## src/sv/olist_pkg.sv

```systemverilog
`timescale 1ns / 1ps
package olist_pkg;
	localparam int CAPACITY_DEF = 32;
	localparam int MAX_DUMP = 32;

	typedef enum logic [3:0] {
		OP_INS_HEAD = 4'd0, OP_INS_TAIL = 4'd1, OP_INS_POS = 4'd2,
		OP_DEL_HEAD = 4'd3, OP_DEL_TAIL = 4'd4, OP_DEL_POS = 4'd5,
		OP_REVERSE = 4'd6, OP_SEARCH = 4'd7, OP_DUMP = 4'd8, OP_CLEAR = 4'd9
	} opcode_t;

	typedef enum logic [2:0] {
		ST_OK = 3'd0, ST_EMPTY = 3'd1, ST_INVALID = 3'd2,
		ST_FULL = 3'd3, ST_FOUND = 3'd4, ST_NOT_FOUND = 3'd5
	} status_t;

	typedef enum logic [3:0] {
		S_IDLE, S_DECODE, S_SHIFT_UP, S_UP_WR, S_WRITE, S_READ_DEL, S_SHIFT_DN, S_DN_WR,
		S_REV, S_REV_WI, S_REV_WJ, S_SEARCH, S_SCMP, S_DUMP_RD, S_DUMP_OUT, S_OUT
	} state_t;

	// Memory operations issued by the controller.
	typedef enum logic [3:0] {
		M_NONE, M_RD_I, M_RD_IM1, M_RD_IP1, M_RD_IJ,
		M_WR_I_RD, M_WR_I_VAL, M_WR_I_TMP, M_WR_J_RD
	} mop_t;

	typedef struct packed {
		logic    load;      // capture the input item
		mop_t    mop;
		logic    i_inc;
		logic    i_dec;
		logic    j_dec;
		logic    set_i_ins; // i = count, j = target index
		logic    set_i_del; // i = target index
		logic    set_rev;   // i = 0, j = count-1
		logic    set_zero;  // i = 0
		logic    cnt_inc;
		logic    cnt_dec;
		logic    cnt_clr;
		logic    save_elem; // element register takes the entry at i
		logic    set_status;
		status_t status;
		logic    dump_out;  // result carries the entry read for a dump
	} cmd_t;

	typedef struct packed {
		opcode_t op;
		logic    pos_zero;
		logic    full;
		logic    empty;
		logic    i_gt_j;   // shift up still has work
		logic    i_end;    // i+1 >= count (shift down / dump / search end)
		logic    i_lt_j;   // reverse still has work
		logic    dump_end; // final element of a dump
		logic    match;
	} sts_t;
endpackage

```

## src/sv/olist_if.sv

```systemverilog
`timescale 1ns / 1ps
interface olist_in_if;
	logic                valid;
	logic                ready;
	logic [3:0]          opcode;
	logic signed [31:0]  value;
	logic [7:0]          position;
	modport source (output valid, opcode, value, position, input ready);
	modport sink (input valid, opcode, value, position, output ready);
endinterface

interface olist_out_if;
	logic                valid;
	logic                ready;
	logic [2:0]          status;
	logic signed [31:0]  element;
	logic [5:0]          count;
	logic                last_of_run;
	modport source (output valid, status, element, count, last_of_run, input ready);
	modport sink (input valid, status, element, count, last_of_run, output ready);
endinterface

```

## src/sv/olist_datapath.sv

```systemverilog
`timescale 1ns / 1ps
module olist_datapath #(
	parameter int CAPACITY = olist_pkg::CAPACITY_DEF
) (
	input  logic               clk,
	input  logic               arst_n,
	input  olist_pkg::cmd_t    cmd,
	output olist_pkg::sts_t    sts,
	input  logic [3:0]         in_opcode,
	input  logic [31:0]        in_value,
	input  logic [7:0]         in_position,
	output logic [2:0]         res_status,
	output logic [31:0]        res_element,
	output logic [5:0]         res_count
);
	import olist_pkg::*;
	localparam int AW = $clog2(CAPACITY);
	localparam int CW = $clog2(CAPACITY + 1);

	logic [31:0]   mem [CAPACITY];
	logic [31:0]   rd_q, tmp_q, val_q, elem_q;
	logic [3:0]    op_q;
	logic [7:0]    pos_q;
	logic [CW-1:0] cnt_q, i_q, j_q, tgt, i_m1, i_p1;
	logic [8:0]    pos_m1;
	logic [2:0]    status_q;

	assign i_m1 = i_q - CW'(1);
	assign i_p1 = i_q + CW'(1);
	assign pos_m1 = {1'b0, pos_q} - 9'd1;

	// Target index of a positional operation, clamped to the list.
	always_comb begin
		tgt = '0;
		case (opcode_t'(op_q))
			OP_INS_HEAD, OP_DEL_HEAD: tgt = '0;
			OP_INS_TAIL: tgt = cnt_q;
			OP_DEL_TAIL: tgt = cnt_q - CW'(1);
			OP_INS_POS: tgt = (pos_m1 > 9'(cnt_q)) ? cnt_q : CW'(pos_m1);
			OP_DEL_POS: tgt = (pos_m1 >= 9'(cnt_q)) ? cnt_q - CW'(1) : CW'(pos_m1);
			default: tgt = '0;
		endcase
	end

	always_ff @(posedge clk) begin
		if (cmd.load) begin
			op_q <= in_opcode;
			val_q <= in_value;
			pos_q <= in_position;
			elem_q <= '0;
		end
		case (cmd.mop)
			M_RD_I: rd_q <= mem[i_q[AW-1:0]];
			M_RD_IM1: rd_q <= mem[i_m1[AW-1:0]];
			M_RD_IP1: rd_q <= mem[i_p1[AW-1:0]];
			M_RD_IJ: begin
				rd_q <= mem[i_q[AW-1:0]];
				tmp_q <= mem[j_q[AW-1:0]];
			end
			M_WR_I_RD: mem[i_q[AW-1:0]] <= rd_q;
			M_WR_I_VAL: mem[i_q[AW-1:0]] <= val_q;
			M_WR_I_TMP: mem[i_q[AW-1:0]] <= tmp_q;
			M_WR_J_RD: mem[j_q[AW-1:0]] <= rd_q;
			default: ;
		endcase
		if (cmd.save_elem) elem_q <= mem[i_q[AW-1:0]];
		if (cmd.set_status) status_q <= cmd.status;
	end

	always_ff @(posedge clk or negedge arst_n) begin
		if (!arst_n) begin
			cnt_q <= '0;
			i_q <= '0;
			j_q <= '0;
		end else begin
			if (cmd.cnt_clr) cnt_q <= '0;
			else if (cmd.cnt_inc) cnt_q <= cnt_q + CW'(1);
			else if (cmd.cnt_dec) cnt_q <= cnt_q - CW'(1);
			if (cmd.set_i_ins) begin
				i_q <= cnt_q;
				j_q <= tgt;
			end else if (cmd.set_i_del) i_q <= tgt;
			else if (cmd.set_rev) begin
				i_q <= '0;
				j_q <= cnt_q - CW'(1);
			end else if (cmd.set_zero) i_q <= '0;
			else begin
				if (cmd.i_inc) i_q <= i_p1;
				else if (cmd.i_dec) i_q <= i_m1;
				if (cmd.j_dec) j_q <= j_q - CW'(1);
			end
		end
	end

	always_comb begin
		sts.op = opcode_t'(op_q);
		sts.pos_zero = (pos_q == 8'd0);
		sts.full = (cnt_q >= CW'(CAPACITY));
		sts.empty = (cnt_q == '0);
		sts.i_gt_j = (i_q > j_q);
		sts.i_end = (({1'b0, i_q} + (CW+1)'(1)) >= {1'b0, cnt_q});
		sts.i_lt_j = (i_q < j_q) && (cnt_q != '0);
		sts.dump_end = sts.i_end || ((32'(i_q) + 32'd1) >= 32'(MAX_DUMP));
		sts.match = (rd_q == val_q);
	end

	assign res_status = cmd.dump_out ? ST_OK : status_q;
	assign res_element = cmd.dump_out ? rd_q : elem_q;
	assign res_count = 6'(cnt_q);
endmodule

```

## src/sv/olist_ctrl.sv

```systemverilog
`timescale 1ns / 1ps
module olist_ctrl (
	input  logic            clk,
	input  logic            arst_n,
	input  logic            in_valid,
	output logic            in_ready,
	output logic            out_valid,
	input  logic            out_ready,
	output logic            out_last,
	output olist_pkg::cmd_t cmd,
	input  olist_pkg::sts_t sts
);
	import olist_pkg::*;
	state_t state_q, state_d;
	logic   last_q, last_d;

	always_comb begin
		state_d = state_q;
		last_d = last_q;
		case (state_q)
			S_IDLE: if (in_valid) state_d = S_DECODE;
			S_DECODE: begin
				case (sts.op)
					OP_INS_HEAD, OP_INS_TAIL, OP_INS_POS:
						if ((sts.op == OP_INS_POS && sts.pos_zero) || sts.full) state_d = S_OUT;
						else state_d = S_SHIFT_UP;
					OP_DEL_HEAD, OP_DEL_TAIL, OP_DEL_POS:
						if (sts.empty || (sts.op == OP_DEL_POS && sts.pos_zero)) state_d = S_OUT;
						else state_d = S_READ_DEL;
					OP_REVERSE: state_d = S_REV;
					OP_SEARCH: state_d = sts.empty ? S_OUT : S_SEARCH;
					OP_DUMP: state_d = sts.empty ? S_OUT : S_DUMP_RD;
					default: state_d = S_OUT;
				endcase
			end
			S_SHIFT_UP: state_d = sts.i_gt_j ? S_UP_WR : S_WRITE;
			S_UP_WR: state_d = S_SHIFT_UP;
			S_WRITE: state_d = S_OUT;
			S_READ_DEL: state_d = S_SHIFT_DN;
			S_SHIFT_DN: state_d = sts.i_end ? S_OUT : S_DN_WR;
			S_DN_WR: state_d = S_SHIFT_DN;
			S_REV: state_d = sts.i_lt_j ? S_REV_WI : S_OUT;
			S_REV_WI: state_d = S_REV_WJ;
			S_REV_WJ: state_d = S_REV;
			S_SEARCH: state_d = S_SCMP;
			S_SCMP: state_d = (sts.match || sts.i_end) ? S_OUT : S_SEARCH;
			S_DUMP_RD: begin
				state_d = S_DUMP_OUT;
				last_d = sts.dump_end;
			end
			S_DUMP_OUT: if (out_ready) state_d = last_q ? S_IDLE : S_DUMP_RD;
			S_OUT: if (out_ready) state_d = S_IDLE;
			default: state_d = S_IDLE;
		endcase
	end

	always_comb begin
		cmd = '0;
		cmd.mop = M_NONE;
		cmd.status = ST_OK;
		in_ready = (state_q == S_IDLE);
		out_valid = (state_q == S_OUT) || (state_q == S_DUMP_OUT);
		out_last = (state_q == S_OUT) || ((state_q == S_DUMP_OUT) && last_q);
		case (state_q)
			S_IDLE: cmd.load = in_valid;
			S_DECODE: begin
				cmd.set_status = 1'b1;
				case (sts.op)
					OP_INS_HEAD, OP_INS_TAIL, OP_INS_POS: begin
						if (sts.op == OP_INS_POS && sts.pos_zero) cmd.status = ST_INVALID;
						else if (sts.full) cmd.status = ST_FULL;
						cmd.set_i_ins = 1'b1;
					end
					OP_DEL_HEAD, OP_DEL_TAIL, OP_DEL_POS: begin
						if (sts.empty) cmd.status = ST_EMPTY;
						else if (sts.op == OP_DEL_POS && sts.pos_zero) cmd.status = ST_INVALID;
						cmd.set_i_del = 1'b1;
					end
					OP_REVERSE: cmd.set_rev = 1'b1;
					OP_SEARCH: begin
						cmd.status = ST_NOT_FOUND;
						cmd.set_zero = 1'b1;
					end
					OP_DUMP: begin
						cmd.status = ST_EMPTY;
						cmd.set_zero = 1'b1;
					end
					OP_CLEAR: cmd.cnt_clr = 1'b1;
					default: ;
				endcase
			end
			// Move entries up one place, from the tail down to the target.
			S_SHIFT_UP: if (sts.i_gt_j) cmd.mop = M_RD_IM1;
			S_UP_WR: begin
				cmd.mop = M_WR_I_RD;
				cmd.i_dec = 1'b1;
			end
			S_WRITE: begin
				cmd.mop = M_WR_I_VAL;
				cmd.cnt_inc = 1'b1;
			end
			S_READ_DEL: cmd.save_elem = 1'b1;
			// Move entries down one place, from the target up to the tail.
			S_SHIFT_DN: begin
				if (sts.i_end) cmd.cnt_dec = 1'b1;
				else cmd.mop = M_RD_IP1;
			end
			S_DN_WR: begin
				cmd.mop = M_WR_I_RD;
				cmd.i_inc = 1'b1;
			end
			S_REV: if (sts.i_lt_j) cmd.mop = M_RD_IJ;
			S_REV_WI: cmd.mop = M_WR_I_TMP;
			S_REV_WJ: begin
				cmd.mop = M_WR_J_RD;
				cmd.i_inc = 1'b1;
				cmd.j_dec = 1'b1;
			end
			S_SEARCH: cmd.mop = M_RD_I;
			S_SCMP: begin
				if (sts.match) begin
					cmd.set_status = 1'b1;
					cmd.status = ST_FOUND;
				end else if (!sts.i_end) cmd.i_inc = 1'b1;
			end
			S_DUMP_RD: cmd.mop = M_RD_I;
			S_DUMP_OUT: begin
				cmd.dump_out = 1'b1;
				if (out_ready) cmd.i_inc = 1'b1;
			end
			default: ;
		endcase
	end

	always_ff @(posedge clk or negedge arst_n) begin
		if (!arst_n) begin
			state_q <= S_IDLE;
			last_q <= 1'b0;
		end else begin
			state_q <= state_d;
			last_q <= (state_q == S_IDLE) ? 1'b0 : last_d;
		end
	end
endmodule

```

## src/sv/olist_core.sv

```systemverilog
`timescale 1ns / 1ps
// Joins the controller and the datapath and ties them to the item channels.
module olist_core #(
	parameter int CAPACITY = olist_pkg::CAPACITY_DEF
) (
	input  logic        clk,
	input  logic        arst_n,
	olist_in_if.sink    in_ch,
	olist_out_if.source out_ch
);
	import olist_pkg::*;

	cmd_t cmd;
	sts_t sts;

	olist_ctrl u_ctrl (
		.clk       (clk),
		.arst_n    (arst_n),
		.in_valid  (in_ch.valid),
		.in_ready  (in_ch.ready),
		.out_valid (out_ch.valid),
		.out_ready (out_ch.ready),
		.out_last  (out_ch.last_of_run),
		.cmd       (cmd),
		.sts       (sts)
	);

	olist_datapath #(.CAPACITY(CAPACITY)) u_dp (
		.clk         (clk),
		.arst_n      (arst_n),
		.cmd         (cmd),
		.sts         (sts),
		.in_opcode   (in_ch.opcode),
		.in_value    (in_ch.value),
		.in_position (in_ch.position),
		.res_status  (out_ch.status),
		.res_element (out_ch.element),
		.res_count   (out_ch.count)
	);
endmodule

```

## src/sv/ordered_list_engine_unit.sv

```systemverilog
`timescale 1ns / 1ps
// Bounded ordered list of up to CAPACITY signed 32-bit values held in a
// register memory that is read at one or two addresses a cycle. An item
// carries an opcode (insert at head, tail or position; delete at head, tail
// or position; reverse; search; dump; clear) and produces one result item,
// except a dump, which produces one result per element (up to 32) with
// last_of_run on the final one. The block takes one item at a time and takes
// the next only after the final result of the previous one has been accepted.
// Clear, an unused opcode, a rejected insert or delete, and a search or
// dump of an empty list finish without a walk over the list memory; an
// insert or a delete walks the entries that it moves, a reverse the pairs
// that it swaps, a search the entries that it compares and a dump its
// elements. The default capacity is 32. A receiver that holds off a
// result holds the block until the result is taken. Results are held
// stable on the output until taken.
module ordered_list_engine_unit #(
	parameter int CAPACITY = olist_pkg::CAPACITY_DEF
) (
	input  logic        clk,
	input  logic        arst_n,
	olist_in_if.sink    in_ch,
	olist_out_if.source out_ch
);
	import olist_pkg::*;

	olist_core #(.CAPACITY(CAPACITY)) u_core (
		.clk    (clk),
		.arst_n (arst_n),
		.in_ch  (in_ch),
		.out_ch (out_ch)
	);
endmodule

```

## src/flat_wrapper.sv

```systemverilog
// flat-port wrapper written by rule: the top's interface ports become plain ports
module ordered_list_engine_unit_flat import olist_pkg::*;
#(
	parameter int CAPACITY = olist_pkg::CAPACITY_DEF
)
  (clk, arst_n, in_ch_valid, in_ch_opcode, in_ch_value, in_ch_position, in_ch_ready, out_ch_valid, out_ch_status, out_ch_element, out_ch_count, out_ch_last_of_run, out_ch_ready);
  olist_in_if in_ch_i ();
  olist_out_if out_ch_i ();
  input  logic clk;
  input  logic arst_n;
  input wire logic [$bits(in_ch_i.valid)-1:0] in_ch_valid;
  input wire logic [$bits(in_ch_i.opcode)-1:0] in_ch_opcode;
  input wire logic [$bits(in_ch_i.value)-1:0] in_ch_value;
  input wire logic [$bits(in_ch_i.position)-1:0] in_ch_position;
  output wire logic [$bits(in_ch_i.ready)-1:0] in_ch_ready;
  output wire logic [$bits(out_ch_i.valid)-1:0] out_ch_valid;
  output wire logic [$bits(out_ch_i.status)-1:0] out_ch_status;
  output wire logic [$bits(out_ch_i.element)-1:0] out_ch_element;
  output wire logic [$bits(out_ch_i.count)-1:0] out_ch_count;
  output wire logic [$bits(out_ch_i.last_of_run)-1:0] out_ch_last_of_run;
  input wire logic [$bits(out_ch_i.ready)-1:0] out_ch_ready;
  assign in_ch_i.valid = in_ch_valid;
  assign in_ch_i.opcode = in_ch_opcode;
  assign in_ch_i.value = in_ch_value;
  assign in_ch_i.position = in_ch_position;
  assign in_ch_ready = in_ch_i.ready;
  assign out_ch_valid = out_ch_i.valid;
  assign out_ch_status = out_ch_i.status;
  assign out_ch_element = out_ch_i.element;
  assign out_ch_count = out_ch_i.count;
  assign out_ch_last_of_run = out_ch_i.last_of_run;
  assign out_ch_i.ready = out_ch_ready;
  ordered_list_engine_unit #(.CAPACITY(CAPACITY)) u_core (.clk(clk), .arst_n(arst_n), .in_ch(in_ch_i), .out_ch(out_ch_i));
endmodule
```

## config.mk

```make
export PLATFORM = sky130hd
export DESIGN_NAME = ordered_list_engine_unit_flat
export DESIGN_NICKNAME = d
export VERILOG_FILES = /design/src/sv/olist_pkg.sv /design/src/sv/olist_if.sv /design/src/sv/olist_datapath.sv /design/src/sv/olist_ctrl.sv /design/src/sv/olist_core.sv /design/src/sv/ordered_list_engine_unit.sv /design/src/flat_wrapper.sv
export SDC_FILE = /design/constraint.sdc
export NUM_CORES = 2
export LEC_CHECK = 0
export BUFFER_PORTS_ARGS = -buffer_cell sky130_fd_sc_hd__buf_2
export CORE_MARGIN = 5
export CORE_UTILIZATION = 45
export DETAILED_ROUTE_END_ITERATION = 6
export MAX_ROUTING_LAYER = met4
export PLACE_DENSITY = 0.65
export SLEW_MARGIN = 20
export SYNTH_ARGS = -nofsm -noshare
export SYNTH_HDL_FRONTEND = slang
export SYNTH_SLANG_ARGS = --single-unit
```

## constraint.sdc

```tcl
create_clock -name clk -period 5.9 [get_ports clk]
set_clock_uncertainty 0.05 [all_clocks]
set_input_delay 0.295 -clock clk [delete_from_list [all_inputs] [get_ports clk]]
set_output_delay 0.295 -clock clk [all_outputs]
set_load 0.005 [all_outputs]
```

==> impl_metrics.csv <==
group,metric,value,unit
critical_path,cp_num_buf_inv,2,
global_routing,grt_pass1_vias,46000,
place,hpwl,133000,µm
timing,fin_tns_setup,0,ps
critical_path,worstPathArrival,4920,ps
timing,finalWorstSetupSlack,1470,ps
routing,firstDrtPassIters,6,
critical_path,crit_type,"flip-flop to flip-flop",
place,preCtsSetupSlack,1500,ps
floorplanning,fp.dieW,409,µm
pwr,ir_drop,1040,µV
cts,cts.repair.resized,0,
global_routing,grt_usage,28.8,%
cts,cts_hold_buf,49,
cts,numCtsBuffers,134,
place,place_inst,6150,
floorplanning,core,158000,µm²
final_layout,layout.cells.non_filler,6447,
critical_path,critPathMaxFanout,123,
synthesis,synth_xor_area_share,0.720,%
synthesis,yosys_warnings,0,
cts,cts_htree_levels,4,
synthesis,synth-edff-count,1167,
synthesis,synth_adder_area_share,0.437,%
routing,drc_errors,0,
timing,relSlewSlack,21.4,%
final_layout,final_cell_area,80000,µm²
synthesis,ys_seq_area_share,49.7,%
run_status,status,"completed",
timing,whs,168,ps
critical_path,crit_top_cell,"mux4_2",
synthesis,synth_top_family_by_area,"multiplexers",
pwr,p_total,49.6,mW
floorplanning,initial_core_util,45.2,%
cts,clkTransAtPathRegs,70,ps
synthesis,syn_area_per_cell,16.9,µm²
critical_path,cp_top_family,"buffers and inverters",
timing,fmax,0.226,GHz
timing,period_minus_slack,4430,ps
final_layout,synthToLayoutAreaGrowth,11.7,%
place,place.port_buffers,91,
cts,root_buffer,"clkbuf_16",
final_layout,nets,4336,
cts,clk_path_buf_depth,3,
critical_path,cp_slowest_cell,"buf_4",
timing,worst_pin_slew,1170,ps
critical_path,worstPathRequired,6380,ps
floorplanning,die_area,167000,µm²
synthesis,async_reset_ff_share,1.93,%
final_layout,drive_above_1_share,39.1,%
critical_path,endpoint_kind,"flip-flop",
synthesis,synth-compound-area-share,5.49,%
min_path,whs_path_depth,2,
cts,postCtsSetupBuffers,0,
critical_path,crit_chain,"buf_12 -> buf_4 -> mux4_2 -> mux4_2 -> mux2i_1 -> o22ai_1 -> o21bai_1",
synthesis,synthCells,4241,
place,dpl_cell_area,74900,µm²
cts,clk_latency,790,ps
timing,setup_violations,0,
timing,drv_slew,0,
pwr,power_density,620,nW/µm²
synthesis,synth-main-ff-cell,"edfxtp_1",
global_routing,grt_pass1_wl,337000,µm
routing,via_per_inst,7.35,
timing,finalCritPeriodShare,75.1,%
synthesis,ys_ff_latch,1190,
synthesis,yosys.area_share.simple,3.65,%
synthesis,syn_nets,4314,
timing,rsz0062_at_grt,"false",
cts,cts_sinks,1190,
routing,avgRoutedWirePerCell,36.5,µm
floorplanning,die_y,409,µm
flow_run,maxCapViolations,0,
final_layout,final_util,50.5,%
routing,wl,236000,µm
timing,hold_violations,0,
global_routing,grt_max_degree,136,
floorplanning,io_pins,92,
routing,vias,47400,
global_routing,antenna_found_initial,4,
routing,first_iter_violations,6957,
synthesis,synthMuxAreaShare,37.3,%
global_routing,grt_overflow,0,
critical_path,reg2reg_depth,7,
place,place.gp.congestion,0.861,
synthesis,synth_cell_type_count,70,
pwr,leakagePower,25.1,nW
floorplanning,rows,146,
routing,ant_nets,0,
synthesis,synth_area,71600,µm²
cts,cts_tree,"done",
critical_path,path_depth,7,
critical_path,max_stage_delay,810,ps
critical_path,startpoint_type,"flip-flop",
min_path,hold_class,"input port to flip-flop",
-- layer usage --
metal	part of all wire, %	up-vias	track usage (%)
met2	47	3570	44.4
met4	6.0	0	14.2
met3	11	689	5.98
met1	35	24800	36.6
met5	0	-	-
li1	-	18300	-
-- final timing paths --
kind,slack [ps],endpoint,from
worst min-delay path,170,u_core.u_core.u_dp.val_q[21]$_DFFE_PP_,in_ch_value[21]
worst max-delay path,1470,u_core.u_core.u_dp.rd_q[14]$_DFFE_PP_,u_core.u_core.u_dp.i_q[0]$_DFFE_PN0P_
min in group asynchronous,390,u_core.u_core.u_ctrl.state_q[2]$_DFFE_PN0P_,arst_n
max in group asynchronous,3630,u_core.u_core.u_dp.j_q[3]$_DFFE_PN0P_,arst_n
worst max register to register,1470,u_core.u_core.u_dp.rd_q[14]$_DFFE_PP_,u_core.u_core.u_dp.i_q[0]$_DFFE_PN0P_
worst min register to register,570,u_core.u_core.u_ctrl.last_q$_DFFE_PN0P_,u_core.u_core.u_ctrl.last_q$_DFFE_PN0P_
-- worst register-to-register path: stages (launching register included) --
cell	delay, ps
dfrtp_4	780
buf_12	680
buf_4	1010
mux4_2	600
mux4_2	520
mux2i_1	220
o22ai_1	120
o21bai_1	200
-- cell type report --
| class | instances | area, µm² |
|---|---|---|
| fillers | 12700 | 78400 |
| flip-flops and latches | 1190 | 35700 |
| multi-input cells | 2616 | 34500 |
| clock buffers | 168 | 3660 |
| well taps | 2072 | 2590 |
| repair buffers | 287 | 2520 |
| clock inverters | 76 | 935 |
| inverters | 34 | 138 |
| diodes | 4 | 10.0 |
-- layout by cell type (no fill, tap or decap), types with 80 or more instances in the layout --
cell | netlist | final
buf_2 | 111 | 91
buf_4 | 32 | 109
mux2i_1 | 108 | 108
nor2_1 | 358 | 324
a211oi_1 | 196 | 196
mux2_2 | 98 | 98
nand2_1 | 158 | 152
edfxtp_1 | 1167 | 1167
clkbuf_16 | 0 | 141
a21oi_1 | 228 | 228
mux4_2 | 1088 | 1088
o22ai_1 | 80 | 80
-- synthesized netlist by cell type, types with 4 or more instances --
library cell / count / share of area (%)
inv_1: 31 / 0.16
mux2_2: 98 / 1.5
o31ai_1: 8 / 0.084
and3_1: 6 / 0.052
dfrtp_1: 23 / 0.80
nand2b_1: 7 / 0.061
o221ai_1: 4 / 0.049
nand4_1: 12 / 0.10
o21bai_1: 35 / 0.37
a211oi_1: 196 / 2.1
buf_6: 6 / 0.094
nor3b_1: 5 / 0.052
clkbuf_1: 205 / 1.1
buf_2: 111 / 0.78
buf_4: 32 / 0.34
buf_1: 46 / 0.24
or2_2: 5 / 0.044
nor3_1: 14 / 0.098
edfxtp_1: 1167 / 49
nand2_1: 158 / 0.83
o211ai_1: 5 / 0.052
ha_1: 25 / 0.44
and2_1: 6 / 0.052
xor2_1: 10 / 0.12
nor2b_1: 11 / 0.096
mux4_2: 1088 / 34
xnor2_1: 47 / 0.57
nor2_1: 358 / 1.9
a21oi_1: 228 / 1.6
o21ai_0: 27 / 0.19
mux2i_1: 108 / 1.5
nand3_1: 26 / 0.18
o22ai_1: 80 / 0.70
-- logic make-up after synthesis --
family	count (synthesis)
xor gates and xnor gates	58
and+or+nand+nor	624
buffers and inverters	435
adders and majority gates	25
muxes	1295
AOI/OAI and AO/OA	614
DFF	1190
-- report_power, final --
group	switching [mW]	total (mW)	internal (mW)
Combinational	15.4	28.0	12.6
Clock	3.56	8.81	5.25
Sequential	1.02	12.8	11.8
-- flip-flops by register name, summed over array words and instances, names as in the netlist --
name / flops
u_core.u_core.u_ctrl.last_q: 1
u_core.u_core.u_ctrl.state_q: 4
u_core.u_core.u_dp.elem_q: 32
u_core.u_core.u_dp.val_q: 32
u_core.u_core.u_dp.i_q: 6
u_core.u_core.u_dp.rd_q: 32
u_core.u_core.u_dp.res_count: 6
u_core.u_core.u_dp.j_q: 6
u_core.u_core.u_dp.status_q: 3
u_core.u_core.u_dp.mem: 1024
u_core.u_core.u_dp.tmp_q: 32
u_core.u_core.u_dp.op_q: 4
u_core.u_core.u_dp.pos_q: 8
No activity file was read; power rests on OpenSTA's default activity.
